--- src/design/prpe_pkg.sv ---
// Shared types and constants for the point rotate and perspective engine.
// No dependencies; every other design file imports this package.
package prpe_pkg;

   // Item command codes
   typedef enum logic [1:0] {
      CMD_LOAD    = 2'd0,
      CMD_ROT_X   = 2'd1,
      CMD_ROT_Y   = 2'd2,
      CMD_PROJECT = 2'd3
   } cmd_type;

   // Control register indexes
   localparam logic [2:0] CSR_EYE_DISTANCE = 3'd0;
   localparam logic [2:0] CSR_SCALE_X      = 3'd1;
   localparam logic [2:0] CSR_SCALE_Y      = 3'd2;
   localparam logic [2:0] CSR_OFFSET_X     = 3'd3;
   localparam logic [2:0] CSR_OFFSET_Y     = 3'd4;
   localparam logic [2:0] CSR_POINT_COUNT  = 3'd5;

   // Top level sequencer states
   typedef enum logic [2:0] {
      ST_IDLE,
      ST_SWEEP,
      ST_PRJ_READ,
      ST_PRJ_X,
      ST_PRJ_Y,
      ST_POST
   } ctrl_state_type;

   // Projection unit states
   typedef enum logic [1:0] {
      PU_IDLE,
      PU_MUL,
      PU_DIV,
      PU_FIN
   } proj_state_type;

   // Per-coordinate write enables of the point store
   typedef struct packed {
      logic x;
      logic y;
      logic z;
   } lane_en_type;

endpackage

--- src/design/prpe_proj.sv ---
// Projection unit: scale*coord by shift-add, restoring divide by eye+z,
// then offset and saturation. Depends on prpe_pkg for its state type.
module prpe_proj #(
   parameter int COORD_BITS = 32
) (
   input  logic                                              clock,
   input  logic                                              reset,
   input  logic                                              start,
   input  logic                                              behind,
   input  logic signed [31:0]                                scale,
   input  logic signed [COORD_BITS-1:0]                      coord,
   input  logic [((COORD_BITS > 32) ? COORD_BITS : 32)-1:0]  divisor,
   input  logic signed [31:0]                                offset,
   output logic                                              done,
   output logic signed [31:0]                                result
);
   import prpe_pkg::*;

   localparam int D_W    = (COORD_BITS > 32) ? COORD_BITS : 32;
   localparam int PROD_W = COORD_BITS + 31;
   localparam int CNT_W  = $clog2(PROD_W);
   localparam int QS_W   = 43;
   localparam logic [PROD_W-1:0] QLIM = {{(PROD_W-41){1'b0}}, 1'b1, 40'b0};
   localparam logic signed [31:0] S32_MAX = 32'sh7FFF_FFFF;
   localparam logic signed [31:0] S32_MIN = 32'sh8000_0000;

   proj_state_type          state_ff, state_in;
   logic [CNT_W-1:0]        cnt_ff, cnt_in;
   logic [31:0]             a_ff, a_in;
   logic [COORD_BITS-1:0]   b_ff, b_in;
   logic                    neg_ff, neg_in;
   logic [D_W-1:0]          ud_ff, ud_in;
   logic signed [31:0]      off_ff, off_in;
   logic [PROD_W-1:0]       acc_ff, acc_in;
   logic [D_W-1:0]          r_ff, r_in;
   logic                    done_ff, done_in;
   logic signed [31:0]      res_ff, res_in;
   logic [D_W:0]            rs;
   logic                    ge;
   logic signed [QS_W-1:0]  qs;
   logic signed [QS_W-1:0]  qsum;
   logic                    start_neg;

   function automatic logic signed [31:0] sat32(input logic signed [QS_W-1:0] v);
      logic signed [31:0] r;
      begin
         if (v > QS_W'(S32_MAX)) begin
            r = S32_MAX;
         end else if (v < QS_W'(S32_MIN)) begin
            r = S32_MIN;
         end else begin
            r = v[31:0];
         end
         return r;
      end
   endfunction

   assign start_neg = scale[31] ^ coord[COORD_BITS-1];

   // Next state
   always_comb begin
      state_in = state_ff;
      unique case (state_ff)
         PU_IDLE: begin
            if (start && !behind) begin
               state_in = PU_MUL;
            end
         end
         PU_MUL: begin
            if (cnt_ff == '0) begin
               state_in = PU_DIV;
            end
         end
         PU_DIV: begin
            if (cnt_ff == '0) begin
               state_in = PU_FIN;
            end
         end
         PU_FIN: begin
            state_in = PU_IDLE;
         end
         default: begin
            state_in = PU_IDLE;
         end
      endcase
   end

   // Datapath
   always_comb begin
      cnt_in  = cnt_ff;
      a_in    = a_ff;
      b_in    = b_ff;
      neg_in  = neg_ff;
      ud_in   = ud_ff;
      off_in  = off_ff;
      acc_in  = acc_ff;
      r_in    = r_ff;
      done_in = 1'b0;
      res_in  = res_ff;
      rs      = {r_ff, acc_ff[PROD_W-1]};
      ge      = rs >= {1'b0, ud_ff};
      qs      = neg_ff ? -QS_W'({1'b0, acc_ff[41:0]}) : QS_W'({1'b0, acc_ff[41:0]});
      qsum    = qs + QS_W'(off_ff);
      unique case (state_ff)
         PU_IDLE: begin
            // Latch operands; the behind-eye case resolves at once
            if (start) begin
               a_in   = scale[31] ? 32'(-scale) : 32'(scale);
               b_in   = coord[COORD_BITS-1] ? COORD_BITS'(-coord) : COORD_BITS'(coord);
               neg_in = start_neg;
               ud_in  = divisor;
               off_in = offset;
               acc_in = '0;
               cnt_in = CNT_W'(COORD_BITS - 1);
               if (behind) begin
                  done_in = 1'b1;
                  if (scale == '0 || coord == '0) begin
                     res_in = offset;
                  end else begin
                     res_in = start_neg ? S32_MIN : S32_MAX;
                  end
               end
            end
         end
         PU_MUL: begin
            // One multiplier bit a cycle, most significant first
            acc_in = {acc_ff[PROD_W-2:0], 1'b0} + (b_ff[COORD_BITS-1] ? PROD_W'(a_ff) : '0);
            b_in   = {b_ff[COORD_BITS-2:0], 1'b0};
            r_in   = '0;
            cnt_in = (cnt_ff == '0) ? CNT_W'(PROD_W - 1) : cnt_ff - 1'b1;
         end
         PU_DIV: begin
            // One quotient bit a cycle; dividend shifts out as quotient shifts in
            r_in   = ge ? D_W'(rs - {1'b0, ud_ff}) : rs[D_W-1:0];
            acc_in = {acc_ff[PROD_W-2:0], ge};
            cnt_in = cnt_ff - 1'b1;
         end
         PU_FIN: begin
            done_in = 1'b1;
            if (acc_ff > QLIM) begin
               res_in = neg_ff ? S32_MIN : S32_MAX;
            end else begin
               res_in = sat32(qsum);
            end
         end
         default: begin
            done_in = 1'b0;
         end
      endcase
   end

   always_ff @(posedge clock) begin
      if (reset) begin
         state_ff <= PU_IDLE;
         done_ff  <= 1'b0;
      end else begin
         state_ff <= state_in;
         done_ff  <= done_in;
      end
      cnt_ff <= cnt_in;
      a_ff   <= a_in;
      b_ff   <= b_in;
      neg_ff <= neg_in;
      ud_ff  <= ud_in;
      off_ff <= off_in;
      acc_ff <= acc_in;
      r_ff   <= r_in;
      res_ff <= res_in;
   end

   assign done   = done_ff;
   assign result = res_ff;

endmodule

--- config.mk ---
export PLATFORM = sky130hd
export DESIGN_NAME = prpe_proj
export DESIGN_NICKNAME = d
export VERILOG_FILES = /design/src/design/prpe_pkg.sv /design/src/design/prpe_proj.sv
export SDC_FILE = /design/constraint.sdc
export NUM_CORES = 1
export LEC_CHECK = 0
export BUFFER_PORTS_ARGS = -buffer_cell sky130_fd_sc_hd__buf_2
export CORE_AREA = 3 3 318 226
export CTS_BUF_LIST = sky130_fd_sc_hd__clkbuf_8
export CTS_CLUSTER_SIZE = 28
export DETAILED_ROUTE_END_ITERATION = 8
export DIE_AREA = 0 0 321 229
export SLEW_MARGIN = 20
export SYNTH_ARGS = -nofsm -noshare
export SYNTH_HDL_FRONTEND = slang
export SYNTH_SLANG_ARGS = --single-unit
--- constraint.sdc ---
create_clock -name clock -period 5.6 [get_ports clock]
set_input_delay 1.12 -clock clock [delete_from_list [all_inputs] [get_ports clock]]
set_output_delay 1.12 -clock clock [all_outputs]
set_load 0.03 [all_outputs]
**Yosys cells after proc, flatten, opt, wreduce, memory -nomap -nowiden**

Cells that the tools add are included.
Widths: inputs -> output; s select.

- Bits of input ports: 132
- Flip-flop bits (word level): 265
- Output and inout bits: 33
- Word-level logic and storage cells: 77

- Muxes and demuxes: 29
- Equal/unequal tests: 8
- Add/sub/neg operators: 7
- Bitwise logic cells: 1
- Reductions and logical operators: 16
- $lt $le $gt $ge: 4

Operators by type and width:

| operator | number |
|---|---|
| $mux 32 | 12 |
| $pmux 32 s2 | 3 |
| $pmux 63 s3 | 1 |
| $logic_not 32->1 | 2 |
| $neg 32->32 | 2 |
| $add 63x32->63 | 1 |
| $gt 63x41->1 const B | 1 |
| $mux 63 | 1 |
| $add 43x32->43 | 1 |
| $gt 43x32->1 const B | 1 |
| $lt 43x32->1 const B | 1 |
| $mux 43 | 1 |
| $neg 42->43 | 1 |
| $ge 33x32->1 | 1 |
| $sub 32x32->32 | 1 |
| $mux 31 | 1 |
| $pmux 6 s3 | 1 |
| $mux 6 | 2 |
| $ne 2x2->1 const B | 5 |
| $pmux 2 s4 | 1 |
| $logic_not 6->1 | 1 |
| $mux 2 | 3 |
| $reduce_and 2->1 | 3 |
| $reduce_and 3->1 | 2 |
| other kinds (12) | 16 |

**Depth between registers and ports, before layout**

Gate-level depths: netlist of run 1.

- Word-level depth: 8
- Mapped depth: 22
- Gate-level depth less buffers: 20

**Worst setup path after synthesis of run 1**

Ideal clock, no wire load.

- Path type: register to register
- Start point: register acc_ff[16]
- End point: register res_ff[12], in the netlist result[12] (data pin)
- Setup slack: 523 ps
- Setup time: 261 ps
- Data required time: 5339 ps
- Arrival time: 4816 ps
- Cell stages (with the launch flop): 22
- Period minus slack after synthesis: 5077 ps
- Cell sequence: edfxtp_1 -> or4_4 -> or3_4 -> nor3_4 -> nand4_1 -> or3_1 -> o31ai_1 -> xnor2_1 -> ha_1 -> clkbuf_1 -> nand2_1 -> o21ai_0 -> a21o_1 -> a21o_1 -> a21oi_1 -> o32ai_1 -> or3_1 -> and3_1 -> or2_2 -> o31ai_2 -> buf_4 -> a21oi_1

- Word-level cells in the longest chain between the ends: 8

RTL lines:

| item | RTL line | text |
|---|---|---|
| start, declared | prpe_proj.sv:34 | `logic [PROD_W-1:0] acc_ff, acc_in;` |
| start signal, assigned | prpe_proj.sv:166 | `acc_ff <= acc_in;` |
| $neg 42->43 | prpe_proj.sv:102 | `qs = neg_ff ? -QS_W'({1'b0, acc_ff[41:0]}) : QS_W'({1'b0, acc_ff[41:0]});` |
| $mux 43 | prpe_proj.sv:102 |  |
| $add 43x32->43 | prpe_proj.sv:103 | `qsum = qs + QS_W'(off_ff);` |
| $lt 43x32->1 | prpe_proj.sv:49 | `end else if (v < QS_W'(S32_MIN)) begin` |
| $mux 32 | prpe_proj.sv:49 |  |
| $mux 32 | prpe_proj.sv:47 | `if (v > QS_W'(S32_MAX)) begin` |
| $mux 32 * | prpe_proj.sv:140 | `if (acc_ff > QLIM) begin` |
| $pmux 32 s2 * | prpe_proj.sv:104 | `unique case (state_ff)` |
| net res_in[12] | prpe_proj.sv:37 | `logic signed [31:0] res_ff, res_in;` |
| end signal, assigned | prpe_proj.sv:168 | `res_ff <= res_in;` |
| end, declared | prpe_proj.sv:37 |  |

Mark *: on every way through the listed nets, which the timed path passes. The rest lies on a longest branch.
A chain may end at the register's enable or synchronous reset.

**Worst setup path in the final report of run 1**

- Start point: register acc_ff[24]
- End point: register res_ff[6], in the netlist result[6] (data pin)

Same word-level chain as after synthesis.

==> results of run 1 <==
cells by family after synthesis:
group | after synthesis | share of synthesized area [%]
muxes | 29 | 1.51
AOI/OAI and AO/OA | 609 | 20.8
buffers and inverters | 166 | 3.64
DFF | 265 | 41.1
adders and majority gates | 126 | 8.28
xor gates and xnor gates | 193 | 8.76
and+or+nand+nor | 604 | 15.9
cell usage in the layout, fill, tap and decap left out, types with 35 or more instances in the layout:
cell	instances
nand2_1	206
a21oi_2	57
nor2_1	79
edfxtp_1	262
nand3_1	40
nand4_1	35
ha_1	115
xor2_1	67
a21o_1	55
o21ai_0	155
and2_1	43
buf_4	46
xnor2_1	126
inv_1	88
clkbuf_8	55
a21oi_1	117
o31ai_1	39
buf_2	164
nor2b_1	55
critical path, stage by stage (launching register included):
cell and delay (ns):
edfxtp_1 0.38, or4_1 0.59, or3_4 0.39, nor3_4 0.19, nand4_1 0.28, o41ai_2 0.40
xnor2_1 0.12, ha_1 0.20, a21o_1 0.20, o21bai_1 0.18, or3b_2 0.46, a311oi_2 0.29
o32ai_1 0.16, or3_1 0.36, and3_1 0.20, or2_2 0.34, o31ai_4 0.09, buf_4 0.20
clkbuf_16 0.17, a21oi_2 0.05
flip-flops by register name, summed over array words and instances (netlist names):
name      flops
state_ff      2
done          1
r_ff         32
ud_ff        32
a_ff         32
off_ff       32
b_ff         32
result       32
acc_ff       63
cnt_ff        6
neg_ff        1
path summary, 6_finish.rpt:
path	startpoint	slack (ns)	to	depth (start not counted)
worst max-delay path	acc_ff[24]	0.09	result[6]	19
worst min-delay path	b_ff[30]	0.52	b_ff[31]	2
worst max register to register	acc_ff[24]	0.09	result[6]	19
worst min register to register	b_ff[30]	0.52	b_ff[31]	2
final cells by class:
class / instances / share of cell area (%)
multi-input combinational: 1561 / 48.2
sequential: 265 / 35.1
timing repair buffer: 216 / 5.71
tap: 913 / 5.06
clock buffer: 55 / 3.35
inverter: 78 / 1.31
clock inverter: 43 / 1.27
antenna: 4 / 0.0443
power breakdown:
| part | switching (mW) | leakage, nW | internal [mW] | total (mW) |
|---|---|---|---|---|
| registers | 0.533 | 2.56 | 3.11 | 3.64 |
| clock network | 0.921 | 0.584 | 1.09 | 2.01 |
| logic | 4.56 | 5.54 | 2.98 | 7.54 |
stage by stage:
step                setup slack (ns)  setup TNS, ns  area, um^2  hold slack [ns]
floorplan                      0.523              0       19300            0.493
global placement               0.221              0       21300            0.506
detailed placement            0.0710              0       21300            0.511
CTS                           0.0454              0       22300            0.523
global route                 -0.0880          -1.24       22600            0.553
finish                        0.0884              0       22600            0.519
repair_timing:
item | CTS | global route
endpoints found under the setup margin | 0 | 31
gates resized for setup | 0 | 39
buffers inserted | 0 | 3
hold buffers | 0 | 0
metal layers:
| metal | GRT usage (%) | share of wire (%) | vias to the layer above |
|---|---|---|---|
| li1 | - | - | 7798 |
| met1 | 20.5 | 49 | 7737 |
| met2 | 21.4 | 43 | 408 |
| met3 | 3.01 | 5.9 | 81 |
| met4 | 3.56 | 1.8 | 2 |
| met5 | 0 | 0.024 | - |
==> results.py, run 1 <==
metrics = {
    "clock_tree": {
        "root_buffer_master": "clkbuf_8",
        "cts_tree": "yes",
        "cts_buffers": 53,
        "insertion_delay_ns": 0.63,
        "htree_levels": 2,
        "cts.sinks": 265,
        "worst_setup_hold_path_clk_slew_ns": 0.06,
        "max-clock-path-buffers": 3,
    },
    "logic_synthesis": {
        "synth_top_area_share_pct": 40.8,
        "postSynthAreaPerCell_um2": 9.69,
        "async_reset_ff_share_pct": 0,
        "postSynthRegisterBits": 265,
        "seq_area_frac_synth_pct": 41.1,
        "synthFlopType": "edfxtp_1",
        "yosysWarnings": 0,
        "number_of_standard_cells_after_synthesis": 1992,
        "synth_most_common_cell": "edfxtp_1",
        "synthesis.area_um2": 19300,
        "synthesis.nets": 2250,
        "yosys-top-cells-count": "edfxtp_1, nand2_1, o21ai_0",
        "leading_area_contributor_after_synthesis": "edfxtp_1",
        "synth.top_cells.by_area": "edfxtp_1, ha_1, xnor2_1, o21ai_0, nand2_1",
        "yosys.cell_types.count": 79,
        "number_of_enable_flip_flop_cells_after_synthesis": 262,
    },
    "route": {
        "drt-vias-per-instance": 5.11,
        "detail_route_antenna_nets": 0,
        "routed_wire_length_per_instance_um": 17.2,
        "routed_wire_length_um": 54000,
        "starting_drc_count_in_detailed_routing": 1175,
        "routed-via-count": 16000,
        "drc_errors": 0,
        "dr.pass1.iters": 5,
    },
    "power": {
        "power-per-cell-area_nw_per_um2": 584,
        "irDropWorstVdd_v": 0.000180,
        "report.power.total_mw": 13.2,
        "power_leakage_nw": 8.69,
    },
    "sta": {
        "post-route-min-period_ns": 5.51,
        "max_slew_margin_pct": 35.2,
        "setup_viol_count_final": 0,
        "report.final.slew_viol_count": 0,
        "worst_pin_slew_ns": 0.968,
        "skew_ns": 0.0258,
        "hold_viol": 0,
        "share_of_the_cycle_needed_by_the_critical_path_after_routing_pct": 98.4,
        "fmax_ghz": 0.181,
    },
    "global_route": {
        "pin_count_of_the_biggest_net_entering_global_routing": 92,
        "grt_first_pass_wirelength_um": 84800,
        "grt_pass1_vias": 15300,
        "globalRoute.totalOverflow": 0,
        "grt_antenna_before_repair": 6,
        "grtUsageTotal_pct": 14.2,
    },
    "worst_setup_path": {
        "path_max_fanout": 8,
        "critPathArrivalTime_ns": 5.89,
        "cp_data_required_time_ns": 5.97,
        "start_to_end_type_of_the_worst_setup_path": "flop to flop",
        "setup.worst_path.end_class": "flop",
        "worstSetupStartpointType": "flop",
    },
    "layout": {
        "area_growth_syn_to_layout_pct": 17.0,
        "layout-drive-gt1-share_pct": 18.2,
        "number_of_fill_cells_in_the_layout": 7160,
        "layoutNonFillerInstCount": 3135,
        "footprint_of_the_multi_input_gates_um2": 10900,
        "design.final.nets": 2433,
        "register_area_um2": 7930,
        "final_core_util_pct": 32.6,
    },
    "worst_hold_path": {
        "timing.hold.worst.class": "flop to flop",
    },
    "flow_run": {
        "maxCapViolCount": 0,
    },
    "floorplanning": {
        "chipWidth_um": 321,
        "start_util_pct": 27.8,
        "core.rowCount": 81,
        "fp.dieH_um": 229,
        "core_region_area_um2": 69300,
        "floorplan.die_area_um2": 73500,
        "io_pins": 165,
    },
    "placement": {
        "hpwl_after_detailed_placement_um": 40000,
        "placedCellCount": 3027,
        "port-buffer-count": 164,
        "globalplace.congestion": 0.901,
    },
    "run_status": {
        "status": "finished clean",
    },
}
Power figures use the tool's default switching activity.
==> inputs of run 2 (changes only) <==
CORE_AREA = 2 2 317 225   (was 3 3 318 226)
DIE_AREA = 0 0 319 227   (was 0 0 321 229)
REMOVE_ABC_BUFFERS = 1   (was not set)
==> run 2 against run 1 <==
Net effect:
- cell count about the same
- sequential share of layout area fell by 0.11 points
- die area fell by 1.5%
- critical endpoint is now result[29]
- fmax grew 1.1%
- critical path type unchanged
- via count increased by 0.97%
- critical path depth up 1
- register-to-register slack better by 0.06 ns
- setup slack improved by 0.060 ns
- utilization is 0.099 points higher
- routed wire length up 2.2%
- first-iteration DRC count grew 5.2%
==> results.py, run 2 (same netlist as run 1, synthesis figures left out) <==
metrics = {
    "route": {
        "routed_wire_length_um": 55200,
        "routed_wire_length_per_instance_um": 17.6,
        "drt-vias-per-instance": 5.17,
        "detail_route_antenna_nets": 0,
        "routed-via-count": 16200,
        "starting_drc_count_in_detailed_routing": 1236,
        "drc_errors": 0,
        "dr.pass1.iters": 6,
    },
    "layout": {
        "register_area_um2": 7930,
        "footprint_of_the_multi_input_gates_um2": 10900,
        "layout.cells.most_common": "edfxtp_1",
        "number_of_fill_cells_in_the_layout": 7121,
        "largest_reg_flops": 63,
        "layout_common_cells": "edfxtp_1, nand2_1, buf_2",
        "layout-drive-gt1-share_pct": 18.4,
        "regMostFlops": "acc_ff",
        "design.final.nets": 2439,
        "area_growth_syn_to_layout_pct": 17.3,
    },
    "floorplanning": {
        "floorplan.die_area_um2": 72400,
        "fp.dieH_um": 227,
        "start_util_pct": 27.8,
        "chipWidth_um": 319,
        "core.rowCount": 81,
        "io_pins": 165,
        "core_region_area_um2": 69300,
    },
    "sta": {
        "fin_worst_hold_slack_ns": 0.527,
        "hold_viol": 0,
        "post-route-min-period_ns": 5.45,
        "max_slew_margin_pct": 33.2,
        "share_of_the_cycle_needed_by_the_critical_path_after_routing_pct": 97.4,
        "worst_pin_slew_ns": 1.00,
        "fmax_ghz": 0.183,
        "setup_viol_count_final": 0,
        "skew_ns": 0.0538,
        "report.final.slew_viol_count": 0,
    },
    "worst_setup_path": {
        "timing.reg2reg.setup_slack_ns": 0.15,
        "worst_r2r_path_cells": 20,
        "regToRegEndpoint": "result[29]",
        "setup.worst_path.end_class": "flop",
        "worst_setup_path_startpoint": "acc_ff[16]",
        "path_max_fanout": 6,
        "cp_data_required_time_ns": 6.11,
        "worstSetupStartpointType": "flop",
        "start_to_end_type_of_the_worst_setup_path": "flop to flop",
        "cp-endpoint": "result[29]",
        "critPathArrivalTime_ns": 5.96,
        "cp_slowest_cell": "or4_4",
        "worst_path_largest_cell_delay_ns": 0.56,
        "crit_path_cell_trace": "or4_4 > or3_4 > nor3_4 > nand4_1 > or3_4 > nand2_1 > xnor2_1 > ha_2 > a21o_1 > a21o_1 > a21oi_4 > o21ai_1 > a311o_1 > o41ai_2 > xnor2_1 > nor4bb_2 > a31o_2 > buf_4 > nand4_1 > a21oi_2",
        "r2r-start": "acc_ff[16]",
    },
    "worst_hold_path": {
        "timing.hold.worst.class": "flop to flop",
    },
    "clock_tree": {
        "cts_tree": "yes",
        "cts.sinks": 265,
        "worst_setup_hold_path_clk_slew_ns": 0.06,
        "htree_levels": 2,
        "root_buffer_master": "clkbuf_8",
        "cts_buffers": 50,
        "insertion_delay_ns": 0.65,
        "max-clock-path-buffers": 3,
    },
    "placement": {
        "hpwl_after_detailed_placement_um": 40600,
        "port-buffer-count": 164,
        "globalplace.congestion": 0.880,
    },
    "power": {
        "report.power.total_mw": 13.2,
        "power_leakage_nw": 8.70,
        "irDropWorstVdd_v": 0.000221,
        "power-per-cell-area_nw_per_um2": 581,
    },
    "global_route": {
        "grtUsageTotal_pct": 14.5,
        "pin_count_of_the_biggest_net_entering_global_routing": 85,
        "grt_antenna_before_repair": 15,
        "grt_pass1_vias": 15200,
        "globalRoute.totalOverflow": 0,
        "grt_first_pass_wirelength_um": 84300,
    },
    "flow_run": {
        "maxCapViolCount": 0,
    },
    "run_status": {
        "status": "finished clean",
    },
}
[run 2: changes by cell type in the layout (fill, tap and decap cells not counted), sizes merged]
cell,delta
buf,+8
clkinv,-6
clkbuf,-4
bufinv,+1
clkinvlp,-1
diode,-1
[run 2: timing repair]
item                       CTS  global route
resized for setup            1            48
pin swaps                    1            13
hold buffers                 0             0
setup buffers                1             7
setup endpoints to repair   31            31
cloned                       0             3
[run 2: worst min-delay path by stage]
stage / slack [ns] / start / to / cells past startpoint
after floorplan: 0.49 / b_ff[30] / b_ff[31] / 2
after global routing: 0.54 / b_ff[10] / b_ff[11] / 2
after CTS: 0.53 / b_ff[10] / b_ff[11] / 2
after detailed placement: 0.52 / b_ff[10] / b_ff[11] / 2
after global placement: 0.51 / b_ff[25] / b_ff[26] / 2
final: 0.53 / b_ff[10] / b_ff[11] / 2
[run 2: area by class of cell]
type	instances	area share, %
multi-input cells	1561	48.2
diodes	3	0.0331
inverters	78	1.30
repair buffers	225	6.10
flip-flops and latches	265	35.0
clock buffers	50	3.04
clock inverters	37	1.29
well taps	913	5.04
[run 2: power breakdown]
group	switching (mW)	internal, mW	total (mW)
logic	4.54	3.01	7.55
clock network	0.910	1.06	1.97
registers	0.529	3.11	3.64
[run 2: critical path: cells and delay by family, from the launching register on]
kind            cells  cell delay, ns
buf+inv             1            0.13
flops               1            0.38
simple gates        8            2.57
fa+ha+maj           1            0.33
compound gates      8            1.63
xor+xnor            2            0.26
[run 2: stage by stage]
step	std cells	setup slack (ns)	util, %	instance area (um^2)	TNS [ns]
global route	3131	-0.0359	32.7	22700	-0.325
global placement	3030	0.0855	30.7	21300	0
finish	3132	0.148	32.7	22700	0
detailed placement	3030	-0.0288	30.7	21300	-0.0884
CTS	3118	0.0127	32.2	22300	0
floorplan	1904	-0.611	-	18900	-16.90
[run 2: layer usage]
layer | global-route usage, % | up-vias | routed length [um]
met3 | 3.13 | 91 | 3520
met4 | 3.64 | 20 | 971
met1 | 20.6 | 7834 | 26400
met5 | 0 | - | 125
li1 | - | 7811 | -
met2 | 22.3 | 426 | 24100
